`src/sv/jkve_pkg.sv`:
```
`default_nettype none
package jkve_pkg;

  // scan phases
  localparam logic [2:0] PH_SEEK     = 3'd0;
  localparam logic [2:0] PH_TOKEN    = 3'd1;
  localparam logic [2:0] PH_AFTER    = 3'd2;
  localparam logic [2:0] PH_VALWS    = 3'd3;
  localparam logic [2:0] PH_NUMSTART = 3'd4;
  localparam logic [2:0] PH_DIGITS   = 3'd5;
  localparam logic [2:0] PH_BOOL     = 3'd6;
  localparam logic [2:0] PH_DONE     = 3'd7;

  // result status codes
  localparam logic [1:0] ST_OK        = 2'd0;
  localparam logic [1:0] ST_ABSENT    = 2'd1;
  localparam logic [1:0] ST_MALFORMED = 2'd2;
  localparam logic [1:0] ST_RANGE     = 2'd3;

  // query kinds
  localparam logic [1:0] QK_PRESENCE = 2'd0;
  localparam logic [1:0] QK_SIGNED   = 2'd1;
  localparam logic [1:0] QK_UNSIGNED = 2'd2;
  localparam logic [1:0] QK_BOOL     = 2'd3;

  // register indexes
  localparam logic [1:0] REG_KEY_LOW  = 2'd0;
  localparam logic [1:0] REG_KEY_HIGH = 2'd1;
  localparam logic [1:0] REG_KEY_LEN  = 2'd2;
  localparam logic [1:0] REG_KIND     = 2'd3;

  // characters
  localparam logic [7:0] CH_QUOTE = 8'h22;
  localparam logic [7:0] CH_COLON = 8'h3A;
  localparam logic [7:0] CH_MINUS = 8'h2D;
  localparam logic [7:0] CH_ZERO  = 8'h30;
  localparam logic [7:0] CH_NINE  = 8'h39;
  localparam logic [7:0] CH_T     = 8'h74;
  localparam logic [7:0] CH_F     = 8'h66;
  localparam logic [7:0] CH_SPACE = 8'h20;
  localparam logic [7:0] CH_TAB   = 8'h09;
  localparam logic [7:0] CH_LF    = 8'h0A;
  localparam logic [7:0] CH_CR    = 8'h0D;

  localparam logic [35:0] U32_MAX     = 36'hFFFF_FFFF;
  localparam logic [31:0] S32_POS_MAX = 32'h7FFF_FFFF;
  localparam logic [31:0] INT32_MINM  = 32'h8000_0000;  // magnitude of the most negative int32
  localparam logic [4:0]  TOKEN_SAT   = 5'd31;
  localparam logic [2:0]  BOOL_T_REST = 3'd3;
  localparam logic [2:0]  BOOL_F_REST = 3'd4;

  localparam int KEY_MAX_BYTES_DEF = 16;

  typedef struct packed {
    logic [2:0]  phase;
    logic [4:0]  count;
    logic        mismatch;
    logic        negative;
    logic [31:0] acc;
    logic [2:0]  bool_rem;
  } scan_state_t;

  typedef struct packed {
    logic [1:0]         status;
    logic signed [32:0] value;
  } result_t;

  function automatic logic is_space(input logic [7:0] b);
    return (b == CH_SPACE) || (b == CH_TAB) || (b == CH_LF) || (b == CH_CR);
  endfunction

  function automatic logic is_digit(input logic [7:0] b);
    return (b >= CH_ZERO) && (b <= CH_NINE);
  endfunction

  // judge a completed number under the current query kind
  function automatic result_t finish_number(input logic [31:0] v, input logic neg,
                                            input logic [1:0] kind);
    result_t r;
    r.status = ST_OK;
    r.value  = 33'sd0;
    if (kind == QK_SIGNED) begin
      if (neg) begin
        if (v > INT32_MINM) r.status = ST_RANGE;
        else r.value = 33'sd0 - $signed({1'b0, v});
      end else begin
        if (v > S32_POS_MAX) r.status = ST_RANGE;
        else r.value = $signed({1'b0, v});
      end
    end else begin
      if (neg && (v != 32'd0)) r.status = ST_RANGE;
      else r.value = $signed({1'b0, v});
    end
    return r;
  endfunction

endpackage
`default_nettype wire

```
`src/sv/json_key_value_extractor.sv`:
```
`default_nettype none
// JSON key/value extractor. Feed one byte of a flat JSON text per transaction on the
// in_ channel, with in_tlast on the final byte of each buffer. The block finds the first
// quoted token equal to the configured key (key_bytes_low/high, key_length, clamped to
// KEY_MAX_BYTES) that is followed by a colon, then reads the value as query_kind asks:
// presence, signed int32, unsigned uint32 or boolean. Exactly one result transaction leaves
// on the out_ channel per buffer, either as soon as the value is decided or on the last byte;
// bytes after a decision are swallowed until in_tlast. The result carries a status
// (ok, key absent, malformed, out of range) and a 33-bit signed value (zero unless ok).
// Throughput is one byte per clock until the skid register fills: the whole scan update for
// a byte is a single pass of combinational logic from the state registers, whose deepest
// path is the multiply-by-ten add and range compare of the number accumulator. A result is
// registered in a two-entry output buffer (result register plus skid register for stalls).
// Configuration must be written by the user over the APB-style port at byte addresses 0, 8,
// 16 and 24, only while the block is idle; the block itself does not enforce this.
module json_key_value_extractor #(
  parameter int KEY_MAX_BYTES = jkve_pkg::KEY_MAX_BYTES_DEF
) (
  input  logic        clk,
  input  logic        rst_n,
  // input stream
  input  logic        in_tvalid,
  output logic        in_tready,
  input  logic [7:0]  in_tdata,     // [7:0] text_byte
  input  logic        in_tlast,     // last_byte
  // result stream
  output logic        out_tvalid,
  input  logic        out_tready,
  output logic [39:0] out_tdata,    // [1:0] query_status, [34:2] value, [39:35] zero
  // configuration
  input  logic        cfg_psel,
  input  logic        cfg_penable,
  input  logic        cfg_pwrite,
  input  logic [4:0]  cfg_paddr,
  input  logic [63:0] cfg_pwdata,
  output logic [63:0] cfg_prdata,
  output logic        cfg_pready
);
  import jkve_pkg::*;

  // configuration registers
  logic [63:0] key_low_r;
  logic [63:0] key_high_r;
  logic [4:0]  key_len_r;
  logic [1:0]  kind_r;

  logic        cfg_wr;
  logic [1:0]  cfg_idx;

  // scan state
  scan_state_t st_r, st_nxt;
  logic        emit;
  result_t     res;
  logic        in_acc;

  // output buffer
  logic        out_valid_r;
  result_t     out_res_r;
  logic        skid_valid_r;
  result_t     skid_res_r;

  assign cfg_pready = 1'b1;
  assign cfg_wr     = cfg_psel & cfg_penable & cfg_pwrite & cfg_pready;
  assign cfg_idx    = cfg_paddr[4:3];

  always_ff @(posedge clk) begin
    if (!rst_n) begin
      key_low_r  <= 64'd0;
      key_high_r <= 64'd0;
      key_len_r  <= 5'd0;
      kind_r     <= QK_PRESENCE;
    end else if (cfg_wr) begin
      case (cfg_idx)
        REG_KEY_LOW:  key_low_r  <= cfg_pwdata;
        REG_KEY_HIGH: key_high_r <= cfg_pwdata;
        REG_KEY_LEN:  key_len_r  <= cfg_pwdata[4:0];
        REG_KIND:     kind_r     <= cfg_pwdata[1:0];
        default: begin
        end
      endcase
    end
  end

  // read back the addressed register
  always_comb begin
    case (cfg_idx)
      REG_KEY_LOW:  cfg_prdata = key_low_r;
      REG_KEY_HIGH: cfg_prdata = key_high_r;
      REG_KEY_LEN:  cfg_prdata = {59'd0, key_len_r};
      REG_KIND:     cfg_prdata = {62'd0, kind_r};
      default:      cfg_prdata = 64'd0;
    endcase
  end

  // one byte per cycle through the scan logic, unless the input is stalled
  jkve_scan #(
    .KEY_MAX_BYTES(KEY_MAX_BYTES)
  ) u_scan (
    .st        (st_r),
    .text_byte (in_tdata),
    .last_byte (in_tlast),
    .key_low   (key_low_r),
    .key_high  (key_high_r),
    .key_length(key_len_r),
    .query_kind(kind_r),
    .st_nxt    (st_nxt),
    .emit      (emit),
    .res       (res)
  );

  // stall the input only once the skid register is occupied
  assign in_tready = ~skid_valid_r;
  assign in_acc    = in_tvalid & in_tready;

  always_ff @(posedge clk) begin
    if (!rst_n) begin
      st_r <= '{phase: PH_SEEK, count: 5'd0, mismatch: 1'b0, negative: 1'b0,
                acc: 32'd0, bool_rem: 3'd0};
    end else if (in_acc) begin
      st_r <= st_nxt;
    end
  end

  // result register plus skid: a new result goes straight out when the output
  // register is free or draining, else parks in the skid register
  always_ff @(posedge clk) begin
    if (!rst_n) begin
      out_valid_r  <= 1'b0;
      skid_valid_r <= 1'b0;
    end else begin
      if (skid_valid_r) begin
        if (out_tready) begin
          out_valid_r  <= 1'b1;
          skid_valid_r <= 1'b0;
        end
      end else if (in_acc && emit) begin
        if (!out_valid_r || out_tready) out_valid_r <= 1'b1;
        else skid_valid_r <= 1'b1;
      end else if (out_tready) begin
        out_valid_r <= 1'b0;
      end
    end
  end

  always_ff @(posedge clk) begin
    if (skid_valid_r) begin
      if (out_tready) out_res_r <= skid_res_r;
    end else if (in_acc && emit) begin
      if (!out_valid_r || out_tready) out_res_r <= res;
      else skid_res_r <= res;
    end
  end

  assign out_tvalid = out_valid_r;
  assign out_tdata  = {5'd0, out_res_r.value, out_res_r.status};

`ifndef SYNTH
  // the skid register only fills behind a waiting result
  a_skid_behind_out: assert property (@(posedge clk) disable iff (!rst_n)
    skid_valid_r |-> out_valid_r)
    else $error("skid register holds a result while the output register is empty");

  // a finished buffer always restarts the scan
  a_last_restarts: assert property (@(posedge clk) disable iff (!rst_n)
    (in_acc && in_tlast) |=> (st_r.phase == PH_SEEK))
    else $error("scan not restarted after last byte");

  // at most one result per buffer: nothing is emitted once decided
  a_done_silent: assert property (@(posedge clk) disable iff (!rst_n)
    (in_acc && (st_r.phase == PH_DONE)) |-> !emit)
    else $error("second result emitted within one buffer");

  // the accumulator holds at most a 32-bit magnitude and zero after a restart
  a_restart_clean: assert property (@(posedge clk) disable iff (!rst_n)
    (in_acc && in_tlast) |=> ((st_r.acc == 32'd0) && (st_r.count == 5'd0)))
    else $error("scan state not cleared at buffer end");
`endif

endmodule
`default_nettype wire

```
`src/sv/jkve_scan.sv`:
```
`default_nettype none
module jkve_scan #(
  parameter int KEY_MAX_BYTES = jkve_pkg::KEY_MAX_BYTES_DEF
) (
  input  jkve_pkg::scan_state_t st,
  input  logic [7:0]            text_byte,
  input  logic                  last_byte,
  input  logic [63:0]           key_low,
  input  logic [63:0]           key_high,
  input  logic [4:0]            key_length,
  input  logic [1:0]            query_kind,
  output jkve_pkg::scan_state_t st_nxt,
  output logic                  emit,
  output jkve_pkg::result_t     res
);
  import jkve_pkg::*;

  localparam logic [4:0] KMAX = 5'(KEY_MAX_BYTES);
  localparam int         IDXW = (KEY_MAX_BYTES > 1) ? $clog2(KEY_MAX_BYTES) : 1;

  logic [127:0]  key_all;
  logic [7:0]    key_arr [KEY_MAX_BYTES];
  logic [4:0]    klen;
  logic [7:0]    digit;
  logic [35:0]   prod;
  logic [2:0]    rem_dec;
  logic          char_bad;

  assign key_all = {key_high, key_low};
  assign klen    = (key_length > KMAX) ? KMAX : key_length;
  assign digit   = text_byte - CH_ZERO;
  assign prod    = ({4'd0, st.acc} << 3) + ({4'd0, st.acc} << 1) + {28'd0, digit};
  assign rem_dec = (st.bool_rem != 3'd0) ? st.bool_rem - 3'd1 : 3'd0;

  for (genvar g = 0; g < KEY_MAX_BYTES; g++) begin : g_key
    assign key_arr[g] = key_all[g*8 +: 8];
  end

  // count below klen keeps the index inside the key
  assign char_bad = (st.count >= klen) ? 1'b1 : (text_byte != key_arr[st.count[IDXW-1:0]]);

  always_comb begin
    st_nxt = st;
    emit   = 1'b0;
    res    = '{status: ST_OK, value: 33'sd0};

    case (st.phase)
      PH_SEEK: begin
        if (text_byte == CH_QUOTE) begin
          st_nxt.phase    = PH_TOKEN;
          st_nxt.count    = 5'd0;
          st_nxt.mismatch = 1'b0;
        end
      end
      PH_TOKEN: begin
        if (text_byte == CH_QUOTE) begin
          st_nxt.mismatch = st.mismatch | (st.count != klen);
          st_nxt.phase    = PH_AFTER;
        end else begin
          if (char_bad) st_nxt.mismatch = 1'b1;
          if (st.count < TOKEN_SAT) st_nxt.count = st.count + 5'd1;
        end
      end
      PH_AFTER: begin
        if (!is_space(text_byte)) begin
          if (text_byte == CH_COLON) begin
            st_nxt.phase = st.mismatch ? PH_SEEK : PH_VALWS;
          end else if (text_byte == CH_QUOTE) begin
            st_nxt.phase    = PH_TOKEN;
            st_nxt.count    = 5'd0;
            st_nxt.mismatch = 1'b0;
          end else begin
            st_nxt.phase = PH_SEEK;
          end
        end
      end
      PH_VALWS: begin
        if (!is_space(text_byte)) begin
          st_nxt.acc      = 32'd0;
          st_nxt.negative = 1'b0;
          case (query_kind)
            QK_PRESENCE: begin
              emit = 1'b1;
            end
            QK_BOOL: begin
              if (text_byte == CH_T) begin
                st_nxt.acc      = 32'd1;
                st_nxt.bool_rem = BOOL_T_REST;
                st_nxt.phase    = PH_BOOL;
              end else if (text_byte == CH_F) begin
                st_nxt.bool_rem = BOOL_F_REST;
                st_nxt.phase    = PH_BOOL;
              end else begin
                emit       = 1'b1;
                res.status = ST_MALFORMED;
              end
            end
            default: begin
              if (text_byte == CH_MINUS) begin
                st_nxt.negative = 1'b1;
                st_nxt.phase    = PH_NUMSTART;
              end else if (is_digit(text_byte)) begin
                st_nxt.acc   = {24'd0, digit};
                st_nxt.phase = PH_DIGITS;
              end else begin
                emit       = 1'b1;
                res.status = ST_MALFORMED;
              end
            end
          endcase
        end
      end
      PH_NUMSTART: begin
        if (is_digit(text_byte)) begin
          st_nxt.acc   = {24'd0, digit};
          st_nxt.phase = PH_DIGITS;
        end else begin
          emit       = 1'b1;
          res.status = ST_MALFORMED;
        end
      end
      PH_DIGITS: begin
        if (is_digit(text_byte)) begin
          if (prod > U32_MAX) begin
            emit       = 1'b1;
            res.status = ST_RANGE;
          end else begin
            st_nxt.acc = prod[31:0];
          end
        end else begin
          emit = 1'b1;
          res  = finish_number(st.acc, st.negative, query_kind);
        end
      end
      PH_BOOL: begin
        st_nxt.bool_rem = rem_dec;
        if (rem_dec == 3'd0) begin
          emit      = 1'b1;
          res.value = $signed({1'b0, st.acc});
        end
      end
      PH_DONE: begin
      end
      default: begin
        st_nxt.phase = PH_SEEK;
      end
    endcase

    if (emit) st_nxt.phase = PH_DONE;

    // end of buffer: force a result if none yet, then start afresh
    if (last_byte) begin
      if (!emit && (st_nxt.phase != PH_DONE)) begin
        emit = 1'b1;
        if (st_nxt.phase == PH_DIGITS) begin
          res = finish_number(st_nxt.acc, st_nxt.negative, query_kind);
        end else if ((st_nxt.phase == PH_NUMSTART) || (st_nxt.phase == PH_BOOL)) begin
          res.status = ST_MALFORMED;
        end else begin
          res.status = ST_ABSENT;
        end
      end
      st_nxt.phase    = PH_SEEK;
      st_nxt.count    = 5'd0;
      st_nxt.mismatch = 1'b0;
      st_nxt.negative = 1'b0;
      st_nxt.acc      = 32'd0;
      st_nxt.bool_rem = 3'd0;
    end
  end

endmodule
`default_nettype wire
```
`config.mk`:
```
export PLATFORM = sky130hd
export DESIGN_NAME = json_key_value_extractor
export DESIGN_NICKNAME = d
export VERILOG_FILES = /design/src/sv/jkve_pkg.sv /design/src/sv/json_key_value_extractor.sv /design/src/sv/jkve_scan.sv
export SDC_FILE = /design/constraint.sdc
export NUM_CORES = 1
export LEC_CHECK = 0
export BUFFER_PORTS_ARGS = -buffer_cell sky130_fd_sc_hd__buf_2
export CAP_MARGIN = 30
export CORE_MARGIN = 5
export CORE_UTILIZATION = 30
export DETAILED_ROUTE_END_ITERATION = 6
export PLACE_DENSITY_LB_ADDON = 0.3
export SETUP_SLACK_MARGIN = 0.05
export SLEW_MARGIN = 30
export SYNTH_ARGS = -nofsm -noshare
export SYNTH_HDL_FRONTEND = slang
export SYNTH_HIERARCHICAL = 1
export SYNTH_SLANG_ARGS = --single-unit
export TNS_END_PERCENT = 30
```
`constraint.sdc`:
```
create_clock -name clk -period 15.65 [get_ports clk]
set_input_delay 2.3475 -clock clk [delete_from_list [all_inputs] [get_ports clk]]
set_output_delay 2.3475 -clock clk [all_outputs]
set_load 0.05 [all_outputs]
```
== Word-level counts from Yosys, hierarchy flattened ==
Cells that the tools add are included.

* Register bits: 252
* Input bits: 85
* Word-level logic and storage cells: 217

* Magnitude comparators: 11
* Bitwise logic cells: 7
* Reduce and logical (&&, ||, !) cells: 35
* Equality and inequality tests: 38
* Add/subtract/negate cells: 7
* Muxes and demuxes: 103

{| class="wikitable"
|+ Operators with widths
! cell !! count
|-
| 2-to-1 mux 35 bit || 10
|-
| 2-to-1 mux 32 bit || 9
|-
| one-hot mux 64 bit (4 select lines) || 1
|-
| 2-to-1 mux 33 bit || 4
|-
| one-hot mux 32 bit (3 select lines) || 1
|-
| one-hot mux 33 bit (2 select lines) || 1
|-
| subtractor 1 x 32 -> 33 bit (first input constant) || 2
|-
| > comparator 32 x 31 -> 1 bit (second input constant) || 2
|-
| > comparator 32 bit (second input constant) || 2
|-
| one-hot mux 32 bit (2 select lines) || 1
|-
| nonzero test 32 bit || 2
|-
| 2-to-1 mux 45 bit || 1
|-
| adder 35 x 33 -> 36 bit || 1
|-
| adder 36 x 8 -> 36 bit || 1
|-
| > comparator 36 x 32 -> 1 bit (second input constant) || 1
|-
| 2-to-1 mux 3 bit || 12
|-
| 2-to-1 mux 36 bit || 1
|-
| binary-select mux 8 bit (select 4 bit) || 1
|-
| == test 8 x 6 -> 1 bit (second input constant) || 4
|-
| 2-to-1 mux 2 bit || 16
|-
| 2-to-1 mux 1 bit || 27
|-
| == test 8 x 4 -> 1 bit (second input constant) || 3
|-
| 2-to-1 mux 8 bit || 3
|-
| == test 3 bit (second input constant) || 6
|-
| 48 further kinds || 89
|}

== Longest topological paths before layout ==
Gate-level depths: netlist of run 1.

* Word-level depth: 17
* Mapped depth: 25
* Mapped depth without buffers: 21

== By module ==
Netlist of run 1, hierarchy kept.

{| class="wikitable"
|+ By module, submodules not included
! module !! area an instance (µm²) !! cells each !! instances !! sequential area each (µm²)
|-
| json_key_value_extractor || 10425.0 || 985 || 1 || 5745.5
|-
| jkve_scan || 7702.4 || 1121 || 1 || 0.0
|}

== Worst setup path after synthesis of run 1 ==
OpenSTA, ideal clock, no wires.

* Path kind: input port to flip-flop
* From: input port in_tdata[4]
* To: register out_res_r (netlist bit out_tdata[21]), data pin
* Required time: 15520 ps
* Library setup time: 130 ps
* Arrival time: 8073 ps
* Setup slack: 7447 ps
* Stages: 25
* Path buffers: 4
* Cells stage by stage: inv_1 -> ha_1 -> fa_1 -> ha_1 -> o211ai_1 -> a21oi_1 -> o21ai_0 -> a31oi_1 -> o41a_1 -> and2_1 -> nor3_1 -> o21ai_1 -> clkbuf_1 -> clkbuf_1 -> a21boi_0 -> ha_1 -> o311ai_0 -> or4_1 -> buf_2 -> or4_4 -> nand4b_2 -> nand3_4 -> buf_6 -> o221ai_2 -> mux2_2

{| class="wikitable"
|+ RTL lines
! element !! RTL line !! RTL
|-
| start, declared || json_key_value_extractor.sv:24 || <nowiki>input logic [7:0] in_tdata,</nowiki>
|-
| end signal, assigned || json_key_value_extractor.sv:147 || <nowiki>if (out_tready) out_res_r <= skid_res_r;</nowiki>
|-
| end signal, assigned || json_key_value_extractor.sv:149 || <nowiki>if (!out_valid_r || out_tready) out_res_r <= res;</nowiki>
|-
| end, declared || json_key_value_extractor.sv:58 || <nowiki>result_t out_res_r;</nowiki>
|}

==> results of run 1 <==
[cell families (layout without fill, tap and decap cells)]
kind of cell	count (synthesis)	after routing	share of synthesized area
and+or+nand+nor	810	810	0.198
AOI/OAI and AO/OA	436	436	0.157
muxes	283	283	0.188
DFF	252	252	0.317
buffers and inverters	173	290	0.0469
adders and majority gates	82	82	0.0589
xor gates and xnor gates	68	68	0.0339
other	2	7	0.000414
[registers in the layout, summed over array words and instances (netlist names)]
name,flops
out_tdata,35
kind_r,2
key_high_r,64
st_r,45
skid_valid_r,1
out_tvalid,1
key_len_r,5
key_low_r,64
skid_res_r,35
[stage by stage]
step	cells	power, mW	cell area [um^2]
after floorplan	2110	0.777	18100
after global placement	2955	0.812	19500
after detailed placement	2955	0.814	19500
after CTS	3008	1.52	20500
after global routing	3009	1.55	20500
final	3010	1.50	20500
[layout make-up]
cell class,instances,share of cell area
repair buffers,200,0.0517
inverters,37,0.00677
well taps,782,0.0477
clock inverters,13,0.00616
flip-flops and latches,252,0.280
clock buffers,40,0.0418
diodes,1,0.000122
multi-input cells,1685,0.565
[cells in the mapped netlist (11+ instances only)]
library cell / instances / share of area
nand2_1: 413 / 0.086
mux2i_1: 204 / 0.11
nor2_1: 192 / 0.040
dfxtp_1: 182 / 0.20
a21oi_1: 95 / 0.026
o21ai_0: 94 / 0.026
ha_1: 75 / 0.052
clkbuf_1: 74 / 0.015
edfxtp_1: 70 / 0.12
a21boi_0: 49 / 0.020
mux4_2: 42 / 0.052
xnor2_1: 39 / 0.019
mux2_2: 36 / 0.022
nor3_1: 36 / 0.0099
inv_1: 35 / 0.0072
buf_2: 31 / 0.0086
o21ai_1: 30 / 0.0083
xor2_1: 28 / 0.014
a31oi_1: 27 / 0.0093
nand4_1: 24 / 0.0083
nor2b_1: 24 / 0.0083
a22oi_1: 22 / 0.0091
nand3_1: 19 / 0.0052
nand2b_1: 17 / 0.0059
nor4_1: 15 / 0.0052
or3_1: 15 / 0.0052
buf_4: 13 / 0.0054
o31ai_1: 11 / 0.0046
[critical path, stage by stage]
cell	delay (ps)
buf_2	160
a21oi_1	200
xor2_1	430
fa_1	510
ha_1	400
o211ai_1	110
a21oi_1	260
o21a_1	220
o211ai_1	170
a31o_2	370
xnor2_1	370
nor4_2	70
buf_4	260
a22oi_1	380
a21boi_0	410
ha_1	270
o311ai_0	290
or4_1	800
or4_4	610
nand4b_2	170
nand3_4	340
o221ai_1	490
mux2_2	220
[worst max-delay path by stage]
| stage | endpoint | depth (start not counted) |
|---|---|---|
| 3_3_place_gp | out_tdata[12] | 23 |
| 4_1_cts | out_tdata[12] | 23 |
| 2_1_floorplan | out_tdata[21] | 25 |
| 5_1_grt | out_tdata[12] | 23 |
| 3_5_place_dp | out_tdata[12] | 23 |
| 6_report | out_tdata[12] | 23 |
[metal layers]
layer,share of wire,vias to the layer above
met5,0.00045,-
met4,0.027,4
met3,0.059,112
met2,0.49,561
met1,0.42,7910
li1,-,7753
[power by group through the flow]
stage	registers (mW)	clock network [mW]	logic, mW
global route	0.684	0.744	0.124
finish	0.683	0.698	0.115
CTS	0.683	0.716	0.116
detailed placement	0.698	0	0.116
floorplan	0.709	0	0.0678
global placement	0.697	0	0.115
==> results.ini, run 1 <==
[worst_setup_path]
worstRegToRegCells=21
crit_start=in_tdata[4]
reg2reg_from=st_r[3]
worstPathMaxFanout=34
endpoint_kind=register
r2r_end=out_tdata[12]
crit_type=primary input to register
startpoint_type=primary input
arrival_ps=9900
required_ps=16090
rrSetupSlack_ps=7740

[detailed_routing]
via_count=16300
via_per_inst=5.43
drc=0
first_pass_iters=5
drt-initial-drc-count=1164
postRouteWirelength_mm=60.4
routedWlPerCell_um=20.1
ant_nets=0

[floorplan]
io_pins=192
die_height_um=256
fp.dieW_um=256
start_util=0.301
core-area_um2=60100
rows=90
dieArea_um2=65400

[grt]
antenna_found_initial=9
top_usage_layer=met2
grtUsageMet2=0.307
grt_first_pass_wirelength_mm=93.6
grtUsageMet3=0.0237
grtUsageMet1=0.227
grt_overflow_total=0
first_global_vias=16100
grtUsageTotal=0.174
grt_start_max_net_pins=146

[synthesis]
synth-main-ff-cell=dfxtp_1
netlist_area_um2=18100
syn_avg_cell_area_um2=8.61
synth_edf_count=70
synthArstFlopShare=0
yosysWarnings=6
syn_inst=2106
ys_types=93
yosys_register_bits=252
synth_seq_area_share=0.317

[power_and_ir_drop]
ir_drop_uv=81.3
pwr_density_cell_nw_per_um2=72.9
power_frac_comb=0.077
p_int_mw=1.11
switching_share=0.256
p_leak_nw=8.27
clockPowerShare=0.467
power_switching_uw=383
sequentialPowerShare=0.456

[placement]
dp_hpwl_mm=44.1
post-place-ws_ps=5770
io_buffers=182
routabilityCongestion=0.907

[timing]
drv_slew=0
final-setup-viol-count=0
finalHoldViolCount=0
slew_headroom=0.333
skew_ps=50.6
timing.fmax_ghz=0.106
holdWs_ps=468
fin_crit_sh=0.605
setup_slack_ps=6190
worst_pin_slew_ps=1000
rsz0062_at_grt=no
tns_ps=0
min_period_ps=9460

[layout]
postLayoutCoreUtil=0.341
synthToLayoutAreaGrowth_pct=13.2
nets=2372
multi_input_area_um2=11600
final_common_cell=nand2_1
final_cell_mix=nand2_1, mux2i_1, nor2_1, buf_2, dfxtp_1
register_area_um2=5750
fill_cells=6302
final_layout_size_suffix_gt1_frac=0.169

[cts]
cts_resized=0
cts_max_level=1
cts_hold_buf=0
clock-root-buffer=clkbuf_16
cts_tree=yes
cts_made_buffers=30
cts_buffer_depth=3
cts_sinks=252
insertion_delay_ps=610
clk_pin_slew_ps=60
post_cts_buffers=0

[hold_path]
holdPathStages=2
hp-class=register to register
worstHoldStart=key_low_r[33]
min_to=key_low_r[33]

[outcome]
status=completed

[flow_run]
drv_cap=0

(Power assumes the default switching activity.)
==> run 2: changes to the inputs <==
clock period = 9.45 ns   (was 15.65 ns; I/O delays follow)
==> run 2 against run 1 <==
  * Non-clock buffer count increased by 4
  * Final cell count increased by 0.20%
  * Utilization increased by 0.073 points
  * First-iteration DRC count decreased by 2.7%
==> results.ini, run 2 (synthesis results as in run 1) <==
[grt]
antenna_found_initial=9  ; unchanged
grtUsageTotal=0.176  ; was 0.174
first_global_vias=16100  ; about the same
grt_start_max_net_pins=96  ; was 146
grt_overflow_total=0  ; unchanged
grt_first_pass_wirelength_mm=94.3  ; was 93.6 mm

[cts]
cts_made_buffers=30  ; unchanged
cts_max_level=1  ; unchanged
cts_hold_buf=0  ; unchanged
cts_sinks=252  ; unchanged
clk_pin_slew_ps=60  ; about the same
clock-root-buffer=clkbuf_16  ; unchanged
insertion_delay_ps=590  ; was 610 ps
cts_buffer_depth=3  ; unchanged
cts_tree=yes  ; unchanged
post_cts_buffers=0  ; unchanged
cts_resized=0  ; unchanged

[timing]
min_period_ps=8100
slew_headroom=0.360  ; was 0.333
finalHoldViolCount=0  ; unchanged
drv_slew=0  ; unchanged
skew_ps=19.8  ; was 50.6 ps
rsz0062_at_grt=no  ; unchanged
setup_slack_ps=1350  ; was 6190 ps
final-setup-viol-count=0  ; unchanged
timing.fmax_ghz=0.124
fin_crit_sh=0.857
tns_ps=0  ; unchanged
worst_pin_slew_ps=960  ; was 1000 ps

[placement]
post-place-ws_ps=912  ; was 5770 ps
dp_hpwl_mm=44.6  ; was 44.1 mm
dp.cells=2960  ; was 2955
io_buffers=182  ; unchanged
dpl_cell_area_um2=19600  ; was 19500 um^2
routabilityCongestion=0.923  ; was 0.907

[detailed_routing]
drc=0  ; unchanged
routedWlPerCell_um=20.2  ; was 20.1 um
drt-initial-drc-count=1133  ; was 1164
first_pass_iters=5  ; unchanged
via_count=16400  ; was 16300
postRouteWirelength_mm=61.0  ; was 60.4 mm
ant_nets=0  ; unchanged
via_per_inst=5.44  ; was 5.43

[power_and_ir_drop]
sequentialPowerShare=0.453  ; was 0.456
p_leak_nw=8.32  ; was 8.27 nW
pwr_density_cell_nw_per_um2=121  ; was 72.9 nW/um^2
p_int_mw=1.86  ; was 1.11 mW
switching_share=0.255  ; was 0.256
clockPowerShare=0.470  ; was 0.467
power_frac_comb=0.077  ; about the same
ir_drop_uv=138  ; was 81.3 uV
power_switching_uw=638  ; was 383 uW

[layout]
postLayoutCoreUtil=0.342  ; was 0.341
final_layout_size_suffix_gt1_frac=0.173  ; was 0.169
reg.largest.list=key_high_r: 64 flops, key_low_r: 64 flops, st_r: 45 flops  ; unchanged
diodes=0  ; was 1
finalNonFillerCells=3016  ; was 3010
final_cell_mix=nand2_1, mux2i_1, nor2_1, buf_2, dfxtp_1  ; unchanged
fin_area_um2=20600  ; was 20500 um^2
final_common_cell=nand2_1  ; unchanged
synthToLayoutAreaGrowth_pct=13.5  ; was 13.2%
fill_cells=6309  ; was 6302
nets=2376  ; was 2372

[worst_setup_path]
crit_slowest_cell=or4_1  ; unchanged
path_cells=buf_2 -> a21oi_1 -> xor2_1 -> fa_1 -> ha_1 -> o211ai_1 -> a21oi_1 -> o21a_1 -> o211ai_1 -> a31o_2 -> xnor2_1 -> nor4_2 -> a22oi_1 -> a21boi_0 -> ha_1 -> o311ai_0 -> or4_1 -> or4_4 -> nand4b_2 -> nand3_4 -> o21ai_1 -> mux2_2  ; was buf_2 -> a21oi_1 -> xor2_1 -> fa_1 -> ha_1 -> o211ai_1 -> a21oi_1 -> o21a_1 -> o211ai_1 -> a31o_2 -> xnor2_1 -> nor4_2 -> buf_4 -> a22oi_1 -> a21boi_0 -> ha_1 -> o311ai_0 -> or4_1 -> or4_4 -> nand4b_2 -> nand3_4 -> o221ai_1 -> mux2_2
crit_family=compound AO/OA/AOI/OAI gates  ; unchanged
path_buf_inv=1  ; was 2
required_ps=9910  ; was 16090 ps
endpoint_kind=register  ; unchanged
worstPathMaxFanout=23  ; was 34
worstRegToRegCells=20  ; was 21
slowest_delay_ps=780  ; was 800 ps
crit_type=primary input to register  ; unchanged
startpoint_type=primary input  ; unchanged
path_depth=22  ; was 23
arrival_ps=8560  ; was 9900 ps

[hold_path]
hp-class=register to register  ; unchanged
holdPathStages=2  ; unchanged

[floorplan]
fp.dieW_um=256  ; unchanged
core-area_um2=60100  ; unchanged
io_pins=192  ; unchanged
dieArea_um2=65400  ; unchanged
die_height_um=256  ; unchanged
start_util=0.301  ; unchanged
rows=90  ; unchanged

[outcome]
status=completed  ; unchanged

[flow_run]
drv_cap=0  ; unchanged

==> run 2: final timing paths <==
check | from | endpoint | slack [ps]
max | in_tdata[4] | out_tdata[9] | 1350
min | key_low_r[60] | key_low_r[60] | 470
max reg2reg | st_r[3] | out_tdata[9] | 2070
min reg2reg | key_low_r[60] | key_low_r[60] | 470
==> run 2: layer usage <==
layer  wire length [um]  up-vias  GRT usage
met5                 35        -          0
met4               1800        6     0.0459
met3               3230      112     0.0223
met2              29800      536      0.312
met1              26100     7981      0.227
li1                   -     7783          -
==> run 2: area by class of cell <==
class	count	area, um^2	area share
tap	782	978	0.0476
sequential	252	5750	0.280
clock buffer	42	886	0.0431
inverter	37	139	0.00675
clock inverter	14	119	0.00578
multi-input combinational	1685	11600	0.564
timing repair buffer	204	1090	0.0529
==> run 2: stage by stage <==
step | power [mW] | hold WS, ps
after floorplan | 1.29 | 440
after global placement | 1.35 | 453
after detailed placement | 1.35 | 464
after CTS | 2.53 | 473
after global routing | 2.59 | 491
final | 2.50 | 472
==> run 2: worst min-delay path, delay by kind of cell (launching register included) <==
kind / cells / cell delay [ps]
multiplexers: 1 / 50
AND/OR/NAND/NOR: 1 / 50
flip-flops: 1 / 320
==> run 2: power by group through the flow <==
stage,Clock (mW),Sequential (mW),Combinational [mW]
2_1_floorplan,0,1.17,0.112
3_3_place_gp,0,1.16,0.190
3_5_place_dp,0,1.16,0.192
4_1_cts,1.20,1.13,0.192
5_1_grt,1.25,1.13,0.205
6_report,1.18,1.13,0.192
==> run 3: changes to the inputs <==
CAP_MARGIN = 20   (was 30)
RECOVER_POWER = 50   (was default)
==> run 3 against run 2 <==
  * Count of clock-buffer cells in the layout unchanged
  * Sequential share of layout area rose by 0.12 points
  * Critical path depth is the same
  * Global-route usage did not move
  * Non-clock buffer count unchanged
  * The flow now finishes with violations (max-capacitance violations, max-slew violations)
  * Die area is the same
==> results.ini, run 3 (synthesis results as in run 1) <==
[outcome]
status=complete, but fails checks  ; was completed
violations=max-capacitance violations, max-slew violations

[placement]
io_buffers=182  ; unchanged
routabilityCongestion=0.923  ; unchanged
dp_hpwl_mm=44.6  ; unchanged
dp.cells=2960  ; unchanged

[timing]
rsz0062_at_grt=no  ; unchanged
min_period_ps=8080  ; was 8100 ps
slew_headroom=-1.57  ; was 0.360
drv_slew=364  ; was 0
fin_crit_sh=0.855  ; was 0.857
timing.fmax_ghz=0.124  ; about the same
skew_ps=19.7  ; was 19.8 ps
tns_ps=0  ; unchanged
final-setup-viol-count=0  ; unchanged
worst_pin_slew_ps=3860  ; was 960 ps
finalHoldViolCount=0  ; unchanged

[layout]
final_layout_size_suffix_gt1_frac=0.142  ; was 0.173
reg.largest.list=key_high_r: 64 flops, key_low_r: 64 flops, st_r: 45 flops  ; unchanged
final_cell_mix=nand2_1, mux2i_1, nor2_1, dfxtp_1, buf_2  ; was nand2_1, mux2i_1, nor2_1, buf_2, dfxtp_1
nets=2376  ; unchanged
finalNonFillerCells=3017  ; was 3016
postLayoutCoreUtil=0.340  ; was 0.342
final_common_cell=nand2_1  ; unchanged
fill_cells=6339  ; was 6309
synthToLayoutAreaGrowth_pct=12.9  ; was 13.5%

[cts]
post_cts_buffers=0  ; unchanged
cts_sinks=252  ; unchanged
insertion_delay_ps=590  ; about the same
cts_max_level=1  ; unchanged
cts_resized=0  ; unchanged
clock-root-buffer=clkbuf_16  ; unchanged
clk_pin_slew_ps=60  ; about the same
cts_hold_buf=0  ; unchanged
cts_tree=yes  ; unchanged
cts_made_buffers=30  ; unchanged
cts_buffer_depth=3  ; unchanged

[power_and_ir_drop]
ir_drop_uv=138  ; about the same
finalPower_mw=2.50  ; about the same
pwr_density_cell_nw_per_um2=122  ; was 121 nW/um^2
p_leak_nw=8.07  ; was 8.32 nW

[grt]
antenna_found_initial=9  ; unchanged
grt_first_pass_wirelength_mm=94.3  ; unchanged
grt_start_max_net_pins=96  ; unchanged
grtUsageTotal=0.176  ; unchanged
grt_overflow_total=0  ; unchanged
first_global_vias=16100  ; unchanged

[floorplan]
start_util=0.301  ; unchanged
io_pins=192  ; unchanged
fp.dieW_um=256  ; unchanged
rows=90  ; unchanged
die_height_um=256  ; unchanged
dieArea_um2=65400  ; unchanged
core-area_um2=60100  ; unchanged

[worst_setup_path]
worstPathMaxFanout=23  ; unchanged
startpoint_type=primary input  ; unchanged
crit_type=primary input to register  ; unchanged
crit_slowest_cell=or4_1  ; unchanged
required_ps=9900  ; was 9910 ps
crit_family=compound AO/OA/AOI/OAI gates  ; unchanged
endpoint_kind=register  ; unchanged
path_cells=buf_2 -> a21oi_1 -> xor2_1 -> fa_1 -> ha_1 -> o211ai_1 -> a21oi_1 -> o21a_1 -> o211ai_1 -> a31o_2 -> xnor2_1 -> nor4_2 -> a22oi_1 -> a21boi_0 -> ha_1 -> o311ai_0 -> or4_1 -> or4_4 -> nand4b_2 -> nand3_4 -> o21ai_1 -> mux2_2  ; unchanged
arrival_ps=8530  ; was 8560 ps
slowest_delay_ps=770  ; was 780 ps
path_buf_inv=1  ; unchanged

[detailed_routing]
via_count=16400  ; about the same
ant_nets=0  ; unchanged
wl_met3_mm=3.27  ; was 3.23 mm
routedWlPerCell_um=20.3  ; was 20.2 um
m1WireLength_mm=26.2  ; was 26.1 mm
routed.top_layer=met5  ; unchanged
via_per_inst=5.45  ; was 5.44
drc=0  ; unchanged
drt-initial-drc-count=1172  ; was 1133
first_pass_iters=6  ; was 5
postRouteWirelength_mm=61.2  ; was 61.0 mm
dr_wl_met2_mm=29.8  ; about the same

[hold_path]
hp-class=register to register  ; unchanged

[flow_run]
drv_cap=5  ; was 0

## run 3: worst reg2reg max path, stage by stage (launching register included)
cell and delay (ps):
dfxtp_1 520, inv_1 190, fa_1 560, fa_1 480, nand2b_1 200, a21oi_1 270, o21a_1 210, o211ai_1 160
a31o_2 360, xnor2_1 350, nor4_2 80, a22oi_1 300, a21boi_0 490, ha_1 270, o311ai_0 250, or4_1 770
or4_4 610, nand4b_2 170, nand3_4 330, o21ai_1 470, mux2_2 220
## run 3: area by class of cell
type                    instances  area, um^2  share of cell area
diodes                          1        2.50            0.000122
clock buffers                  42         886              0.0433
clock inverters                14         119             0.00581
inverters                      37         139             0.00678
multi-input cells            1685       11600               0.567
flip-flops and latches        252        5750               0.281
well taps                     782         978              0.0478
repair buffers                204         991              0.0484
## run 3: worst paths after layout
check | startpoint | end | slack, ps | depth (start not counted)
max reg2reg | st_r[3] | out_tdata[9] | 2070 | 20
min reg2reg | key_low_r[60] | key_low_r[60] | 470 | 2
min | key_low_r[60] | key_low_r[60] | 470 | 2
max | in_tdata[4] | out_tdata[9] | 1370 | 22
## run 3: metal layers
metal  global-route usage  vias to the layer above
met3               0.0223                      113
met2                0.312                      517
met4               0.0459                        6
met1                0.227                     8023
li1                     -                     7775
met5                    0                        -
## run 3: power breakdown
part	internal [mW]	switching, mW	total (mW)
Combinational	0.0564	0.135	0.191
Sequential	1.12	0.00937	1.13
Clock	0.681	0.496	1.18
## run 3: stage by stage
| stage | setup WS (ps) | hold WS [ps] | area [um^2] |
|---|---|---|---|
| global route | 1010 | 491 | 20500 |
| finish | 1370 | 472 | 20500 |
| global placement | 1080 | 453 | 19500 |
| floorplan | 2180 | 440 | 18100 |
| CTS | 1500 | 473 | 20600 |
| detailed placement | 912 | 464 | 19600 |
